[config.mk]
export PLATFORM = sky130hd
export DESIGN_NAME = range_coder_encoder_top
export DESIGN_NICKNAME = d
export VERILOG_FILES = /design/src/hw/rtl/rce_pkg.sv /design/src/hw/rtl/rce_muldiv.sv /design/src/hw/rtl/range_coder_encoder_top.sv
export SDC_FILE = /design/constraint.sdc
export NUM_CORES = 2
export LEC_CHECK = 0
export BUFFER_PORTS_ARGS = -buffer_cell sky130_fd_sc_hd__buf_2
export CORE_UTILIZATION = 47
export DETAILED_ROUTE_END_ITERATION = 8
export GPL_TIMING_DRIVEN = 0
export HOLD_SLACK_MARGIN = 0.02
export RECOVER_POWER = 25
export SYNTH_ARGS = -nofsm -noshare
export SYNTH_HDL_FRONTEND = slang
export SYNTH_SLANG_ARGS = --single-unit
export TNS_END_PERCENT = 10
[constraint.sdc]
create_clock -name i_clk -period 14.5 [get_ports i_clk]
set_clock_uncertainty 0.15 [all_clocks]
set_input_delay 2.9 -clock i_clk [delete_from_list [all_inputs] [get_ports i_clk]]
set_output_delay 2.9 -clock i_clk [all_outputs]
set_load 0.005 [all_outputs]
[src/hw/rtl/rce_pkg.sv]
package rce_pkg;

    localparam int FREQ_BITS  = 16;
    localparam int FIELD_W    = 16;
    localparam int FREQ_W     = (FREQ_BITS < FIELD_W) ? FREQ_BITS : FIELD_W;
    localparam int BOUND_W    = 32;
    localparam int PROD_W     = 2 * BOUND_W;
    localparam int MUL_W      = BOUND_W + FREQ_W + 1;
    localparam int RADIX_BITS = 4;
    localparam int DIV_STEPS  = PROD_W / RADIX_BITS;
    localparam int DIV_CNT_W  = $clog2(DIV_STEPS);

    localparam logic [BOUND_W-1:0] TOP_BYTE_MASK = 32'hFF00_0000;
    localparam logic [BOUND_W-1:0] ALL_ONES32    = 32'hFFFF_FFFF;
    localparam logic [7:0]         LOW_BYTE_MASK = 8'hFF;

    localparam logic OP_ENCODE = 1'b0;
    localparam logic OP_FLUSH  = 1'b1;

    typedef logic [FREQ_W-1:0] t_freq;
    typedef logic [FREQ_W:0]   t_freq_sum;

    typedef struct packed {
        logic busy;
        logic done;
    } t_md_stat;

endpackage

[src/hw/rtl/rce_muldiv.sv]
module rce_muldiv (
    input  logic                          i_clk,
    input  logic                          i_rst_n,
    input  logic                          i_start,
    input  logic [rce_pkg::PROD_W-1:0]    i_width,
    input  rce_pkg::t_freq_sum            i_factor,
    input  rce_pkg::t_freq                i_divisor,
    output logic [rce_pkg::BOUND_W-1:0]   o_quot,
    output rce_pkg::t_md_stat             o_stat
);
    import rce_pkg::*;

    typedef enum logic [3:0] {
        M_IDLE   = 4'b0001,
        M_MUL_LO = 4'b0010,
        M_MUL_HI = 4'b0100,
        M_DIV    = 4'b1000
    } t_mstate;

    t_mstate               r_state, n_state;
    logic [PROD_W-1:0]     r_width;
    t_freq_sum             r_factor;
    t_freq                 r_div;
    logic [PROD_W-1:0]     r_prod, n_prod;
    t_freq                 r_rem, n_rem;
    logic [DIV_CNT_W-1:0]  r_cnt;
    logic                  r_done;
    logic [BOUND_W-1:0]    mul_a;
    logic [MUL_W-1:0]      mul_p;

    // One 32 x 17 multiplier serves both halves of the 64-bit width.
    assign mul_a = (r_state == M_MUL_HI) ? r_width[PROD_W-1:BOUND_W] : r_width[BOUND_W-1:0];
    assign mul_p = MUL_W'(mul_a) * MUL_W'(r_factor);

    // Four restoring division steps per cycle; the dividend shifts out at the
    // top of r_prod while quotient bits shift in at the bottom.
    always_comb begin
        logic [FREQ_W:0]   trial;
        logic [PROD_W-1:0] sh;
        t_freq             rem;
        sh  = r_prod;
        rem = r_rem;
        for (int k = 0; k < RADIX_BITS; k++) begin
            trial = {rem, sh[PROD_W-1]};
            sh    = {sh[PROD_W-2:0], 1'b0};
            if (trial >= {1'b0, r_div}) begin
                trial = trial - {1'b0, r_div};
                sh[0] = 1'b1;
            end
            rem = trial[FREQ_W-1:0];
        end
        n_prod = sh;
        n_rem  = rem;
    end

    always_comb begin
        n_state = r_state;
        unique case (r_state)
            M_IDLE:   if (i_start) n_state = M_MUL_LO;
            M_MUL_LO: n_state = M_MUL_HI;
            M_MUL_HI: n_state = M_DIV;
            M_DIV:    if (r_cnt == DIV_CNT_W'(DIV_STEPS - 1)) n_state = M_IDLE;
            default:  n_state = M_IDLE;
        endcase
    end

    always_ff @(posedge i_clk) begin
        if (!i_rst_n) begin
            r_state <= M_IDLE;
            r_done  <= 1'b0;
            r_cnt   <= '0;
        end else begin
            r_state <= n_state;
            r_done  <= (r_state == M_DIV) && (r_cnt == DIV_CNT_W'(DIV_STEPS - 1));
            if (r_state == M_DIV) begin
                r_cnt <= r_cnt + 1'b1;
            end else begin
                r_cnt <= '0;
            end
        end
    end

    always_ff @(posedge i_clk) begin
        if (r_state == M_IDLE && i_start) begin
            r_width  <= i_width;
            r_factor <= i_factor;
            r_div    <= i_divisor;
        end
        case (r_state)
            M_MUL_LO: r_prod <= PROD_W'(mul_p);
            M_MUL_HI: begin
                r_prod <= r_prod + {mul_p[BOUND_W-1:0], {BOUND_W{1'b0}}};
                r_rem  <= '0;
            end
            M_DIV: begin
                r_prod <= n_prod;
                r_rem  <= n_rem;
            end
            default: ;
        endcase
    end

    assign o_quot      = r_prod[BOUND_W-1:0];
    assign o_stat.done = r_done;
    assign o_stat.busy = (r_state != M_IDLE);

endmodule

[src/hw/rtl/range_coder_encoder_top.sv]
// Range encoder with 32-bit low and high bounds.
// Input channel (s_axis): tuser carries the operation (encode or flush), tdata
// carries cum_freq, freq and total_freq. Output channel (m_axis): tdata is one
// byte of the compressed stream, tlast marks the final byte caused by one input
// transaction.
// An encode transaction narrows the interval with two multiply-and-divide
// passes through one shared unit. Each pass runs a start, the low and high
// multiplier products, the division at four quotient bits per cycle and a
// handoff; the encode then emits its bytes, if any. A flush emits its
// four bytes. An encode with zero freq, zero total_freq or cum_freq + freq above
// total_freq produces no bytes and leaves the state alone; the block is ready
// again next cycle. The input is ready only while no transaction is in progress.
// Bytes go through a one-entry output register, so a stalled receiver holds the
// block in its byte phase, while the last byte of a transaction may wait there
// as the next input transaction is accepted.
// Reset sets low to zero and high to all ones and empties the output register.
module range_coder_encoder_top (
    input  logic        i_clk,
    input  logic        i_rst_n,
    input  logic        i_s_axis_tvalid,
    output logic        o_s_axis_tready,
    input  logic [47:0] i_s_axis_tdata,  // cum_freq[15:0], freq[31:16], total_freq[47:32]
    input  logic        i_s_axis_tuser,  // op[0]
    output logic        o_m_axis_tvalid,
    input  logic        i_m_axis_tready,
    output logic [7:0]  o_m_axis_tdata,  // out_byte[7:0]
    output logic        o_m_axis_tlast
);
    import rce_pkg::*;

    typedef enum logic [3:0] {
        S_IDLE  = 4'b0001,
        S_MD_LO = 4'b0010,
        S_MD_HI = 4'b0100,
        S_EMIT  = 4'b1000
    } t_state;

    t_state              r_state, n_state;
    logic [BOUND_W-1:0]  r_low, r_high, r_qlo;
    logic [PROD_W-1:0]   r_width;
    t_freq_sum           r_cum, r_cumfr;
    t_freq               r_tot;
    logic                r_flush;
    logic [1:0]          r_cnt;
    logic                r_md_start;
    logic                r_ovalid, r_olast;
    logic [7:0]          r_obyte;

    logic                in_acc, op_valid;
    t_freq               in_cum, in_fr, in_tot;
    t_freq_sum           in_sum;
    logic [BOUND_W-1:0]  md_q;
    t_md_stat            md_stat;
    logic                top_eq, next_eq, slot_free, emit_go, emit_last;
    t_freq_sum           md_factor;

    assign in_cum   = i_s_axis_tdata[FREQ_W-1:0];
    assign in_fr    = i_s_axis_tdata[FIELD_W +: FREQ_W];
    assign in_tot   = i_s_axis_tdata[2*FIELD_W +: FREQ_W];
    assign in_sum   = {1'b0, in_cum} + {1'b0, in_fr};
    assign op_valid = (in_fr != '0) && (in_tot != '0) && (in_sum <= {1'b0, in_tot});

    assign o_s_axis_tready = (r_state == S_IDLE);
    assign in_acc          = i_s_axis_tvalid && o_s_axis_tready;

    assign md_factor = (r_state == S_MD_HI) ? r_cumfr : r_cum;

    rce_muldiv u_muldiv (
        .i_clk     (i_clk),
        .i_rst_n   (i_rst_n),
        .i_start   (r_md_start),
        .i_width   (r_width),
        .i_factor  (md_factor),
        .i_divisor (r_tot),
        .o_quot    (md_q),
        .o_stat    (md_stat)
    );

    assign top_eq    = (r_low & TOP_BYTE_MASK) == (r_high & TOP_BYTE_MASK);
    assign next_eq   = r_low[23:16] == r_high[23:16];
    assign slot_free = !r_ovalid || i_m_axis_tready;
    assign emit_go   = (r_state == S_EMIT) && (r_flush || top_eq) && slot_free;
    // An encode byte is final when the next pair of bytes will differ; any fourth byte is final.
    assign emit_last = (r_cnt == 2'd3) || (!r_flush && !next_eq);

    always_comb begin
        n_state = r_state;
        unique case (r_state)
            S_IDLE: begin
                if (in_acc && i_s_axis_tuser == OP_FLUSH) begin
                    n_state = S_EMIT;
                end else if (in_acc && op_valid) begin
                    n_state = S_MD_LO;
                end
            end
            S_MD_LO: if (md_stat.done) n_state = S_MD_HI;
            S_MD_HI: if (md_stat.done) n_state = S_EMIT;
            S_EMIT: begin
                if (!r_flush && !top_eq) begin
                    n_state = S_IDLE;
                end else if (emit_go && emit_last) begin
                    n_state = S_IDLE;
                end
            end
            default: n_state = S_IDLE;
        endcase
    end

    always_ff @(posedge i_clk) begin
        if (!i_rst_n) begin
            r_state    <= S_IDLE;
            r_low      <= '0;
            r_high     <= ALL_ONES32;
            r_md_start <= 1'b0;
            r_ovalid   <= 1'b0;
            r_cnt      <= '0;
            r_flush    <= 1'b0;
        end else begin
            r_state    <= n_state;
            r_md_start <= (in_acc && i_s_axis_tuser == OP_ENCODE && op_valid) ||
                          (r_state == S_MD_LO && md_stat.done);
            if (in_acc) begin
                r_flush <= (i_s_axis_tuser == OP_FLUSH);
                r_cnt   <= '0;
            end
            if (r_state == S_MD_HI && md_stat.done) begin
                r_low  <= r_low + r_qlo;
                r_high <= r_low + md_q - 32'd1;
            end
            if (emit_go) begin
                r_cnt    <= r_cnt + 2'd1;
                r_low    <= {r_low[23:0], 8'h00};
                // A flush only drains low; high keeps its value.
                if (!r_flush) begin
                    r_high <= {r_high[23:0], LOW_BYTE_MASK};
                end
                r_ovalid <= 1'b1;
            end else if (i_m_axis_tready) begin
                r_ovalid <= 1'b0;
            end
        end
    end

    always_ff @(posedge i_clk) begin
        if (in_acc) begin
            r_cum   <= {1'b0, in_cum};
            r_cumfr <= in_sum;
            r_tot   <= in_tot;
            r_width <= {{BOUND_W{1'b0}}, r_high} - {{BOUND_W{1'b0}}, r_low} + PROD_W'(1);
        end
        if (r_state == S_MD_LO && md_stat.done) begin
            r_qlo <= md_q;
        end
        if (emit_go) begin
            r_obyte <= r_flush ? r_low[31:24] : r_high[31:24];
            r_olast <= emit_last;
        end
    end

    assign o_m_axis_tvalid = r_ovalid;
    assign o_m_axis_tdata  = r_obyte;
    assign o_m_axis_tlast  = r_olast;

endmodule

==> results_dict.tcl <==
set metrics [dict create \
    finalSetupTns_ps 0 \
    rows 108 \
    finalSetupViolations 0 \
    post-route-drc-count 0 \
    final_util_pct 51.49 \
    tritoncts_clock_tree "done" \
    grt_max_degree 72 \
    cts_inserted_buffers 43 \
    reg2reg_from "u_muldiv.r_div[1]" \
    post-cts-setup-buffer-count 0 \
    min_from "r_tot[0]" \
    ctsHoldBuffers 0 \
    cts_sinks 353 \
    unrepaired_setup_endpoints_after_global_routing "false" \
    vias 33020 \
    boundaryPins 64 \
    wl_um 128700 \
    synth-main-ff-cell "edfxtp_1" \
    layout-area-overhead-vs-synth_pct 8.040 \
    syn_area_per_cell_um2 9.077 \
    hp-class "reg -> reg" \
    clkLatencyLatePin_ps 590 \
    clock_root_buffer "clkbuf_16" \
    grt_antenna_before_repair 0 \
    flip_flop_and_latch_count_after_synthesis 353 \
    min_path_cells 0 \
    clkTransAtPathRegs_ps 60 \
    globalRouteTotalUtil_pct 29.07 \
    syn_area_um2 41530 \
    cts_repair_resize_count 0 \
    drv_slew 0 \
    yosysSeqAreaShare_pct 23.55 \
    global_route.overflow_total 0 \
    ys_warn_count 0 \
    number_of_global_route_vias_before_repair 32810 \
    critical_path.max_stage_delay_ps 710 \
    initial_utilization_pct 47.65 \
    async_reset_ff_share_pct 0 \
    preCtsSetupSlack_ps 2221 \
    regToRegSetupSlack_ps 2130 \
    timing.critical_path.max_delay_family "compound AO/OA/AOI/OAI gates" \
    reg2regPathDepth 49 \
    avgViaCountPerCell 5.607 \
    setup.worst_path.class "reg -> reg" \
    period_minus_slack_ps 12370 \
    routabilityCongestion 0.9587 \
    grt_first_pass_wirelength_um 198000 \
    critPathArrivalTime_ps 12480 \
    htree_levels 2 \
    critical_path.most_common_cell "o21ai_0" \
    number_of_flops_mapped_to_enable_cells_by_yosys 271 \
    outcome "finished, final reports clean" \
    yosysUniqueCellTypes 81 \
    post_synth_inst_count 4576 \
    drt_first_pass_iters 6 \
    post_route_cells_drive_above_1_share_pct 4.713 \
    initialDrtViolationCount 2789 \
    post-route-period-util_pct 85.30 \
    clock_path_buffers 3 \
    final.fill_count 8373 \
    die_w_um 299.3 \
    final_antenna_net_count 0 \
    layout.cells.non_filler 5890 \
    timing.rr.end "u_muldiv.r_rem[3]" \
    final_critical_path_setup_slack_ps 2132 \
    critical_path_buf_inv_count 7 \
    placed_cells_incl_taps 5807 \
    cp_data_required_time_ps 14610 \
    total_die_area_um2 89570 \
    slew_headroom_pct 27.01 \
    post_drt_wl_per_cell_um 21.85 \
    final_net_count 5585 \
    critical_path.endpoint_type "flop" \
    final-hold-violation-count 0 \
    mappedNetlistNets 5464 \
    cp-start-kind "flop" \
    worst_slew_pin_slew_ps 1095 \
    die_height_um 299.3 \
    core_region_area_um2 87160 \
    cap_viol_max_count 0 \
    place_hpwl_um 105700 \
    port_buffers 63 \
    clock.fmax_mhz 80.85 \
    crit_path_top_delay_cell "clkbuf_1" \
    timing.hold.worst_endpoint "u_muldiv.r_div[0]" \
    maximum_fanout_encountered_on_the_critical_timing_path 10 \
]
## metal layers
layer	track usage (%)	part of all wire (%)
met2	46.67	46
met5	0	0
met1	41.39	45
met3	4.044	6.7
met4	7.191	2.6
## synthesized netlist by cell type, drive strengths merged (31+ instances only)
master,number,area (um^2)
nand3,74,370.4
dfxtp,82,1642
clkbuf,154,578.1
nor2,165,619.3
a21o,106,795.8
nand2,719,2699
o21a,50,375.4
xnor2,142,1244
inv,692,2597
xor2,91,797.0
and2,176,1101
o211ai,36,275.3
a21oi,204,1021
o21bai,31,232.7
nor2b,41,256.5
ha,377,4717
o21ai,219,1100
mux2,51,578.1
fa,458,9169
nor3,46,230.2
edfxtp,271,8138
## worst max-delay path by stage
stage                            startpoint            endpoint  slack [ps]  cells after the start
after floorplan           u_muldiv.r_div[1]  u_muldiv.r_prod[0]        4440                     44
after global placement    u_muldiv.r_div[1]  u_muldiv.r_prod[0]         910                     45
after detailed placement  u_muldiv.r_div[1]  u_muldiv.r_prod[0]        2220                     48
after CTS                 u_muldiv.r_div[1]   u_muldiv.r_rem[3]        2170                     49
after global routing      u_muldiv.r_div[1]   u_muldiv.r_rem[3]        1280                     49
final                     u_muldiv.r_div[1]   u_muldiv.r_rem[3]        2130                     49
## through the flow
| step | hold slack (ps) | cell area [um^2] |
|---|---|---|
| final | 261.7 | 44870 |
| after global placement | 251.6 | 43300 |
| after detailed placement | 254.5 | 43500 |
| after global routing | 255.7 | 44870 |
| after CTS | 253.9 | 44920 |
| after floorplan | 250.3 | 41530 |
## layout make-up
class / count / area [um^2] / share of cell area [%]
multi-input cells: 3368 / 28550 / 63.62
clock buffers: 60 / 1295 / 2.886
plain buffers: 163 / 643.1 / 1.433
clock inverters: 20 / 130.1 / 0.2900
flip-flops and latches: 353 / 9779 / 21.79
repair buffers: 76 / 422.9 / 0.9424
well taps: 1155 / 1445 / 3.220
inverters: 692 / 2600 / 5.794
diodes: 3 / 7.507 / 0.01673
## state kept, by name, indices dropped and copies added (netlist names), 17 cells and up
name and count:
r_high 32, r_width 34, u_muldiv.r_factor 17, r_low 32
r_qlo 32, u_muldiv.r_prod 64, r_cumfr 17, u_muldiv.r_width 34
## cell families (layout without fill, tap and decap cells)
family	after synthesis	after routing	share of synthesized area, %
AO/OA/AOI/OAI	852	852	13.28
XOR/XNOR	233	233	4.913
adder cells (fa/ha/maj)	835	835	33.43
buffers and inverters	855	1011	7.799
flip-flops	353	353	23.54
multiplexers	60	60	1.609
other	0	3	0
AND/OR/NAND/NOR	1388	1388	15.42
## layout by cell type, fill, tap and decap left out, types with 9 or more instances in the layout
master,count
and3_1,29
edfxtp_1,271
o21ai_0,218
a21boi_0,19
nor2b_1,41
o31ai_1,17
xnor2_1,142
nand3_1,74
fa_1,458
nand2b_1,28
a21o_1,106
o21bai_1,31
xor2_1,91
and2_1,175
clkbuf_16,47
or3_1,18
a211oi_1,22
inv_1,691
o211ai_1,35
ha_1,377
a31oi_1,15
nor2_1,164
clkinv_2,10
a22oi_1,27
a21oi_1,204
mux2_2,43
o21a_1,50
nand4_1,24
nor3b_1,10
buf_2,66
nor4_1,25
nor3_1,45
mux2i_1,9
nand2_1,719
dfxtp_1,82
clkbuf_1,168
Power is not shown: default switching activity piles up to over one toggle a cycle in this logic, so the estimate is an artifact.
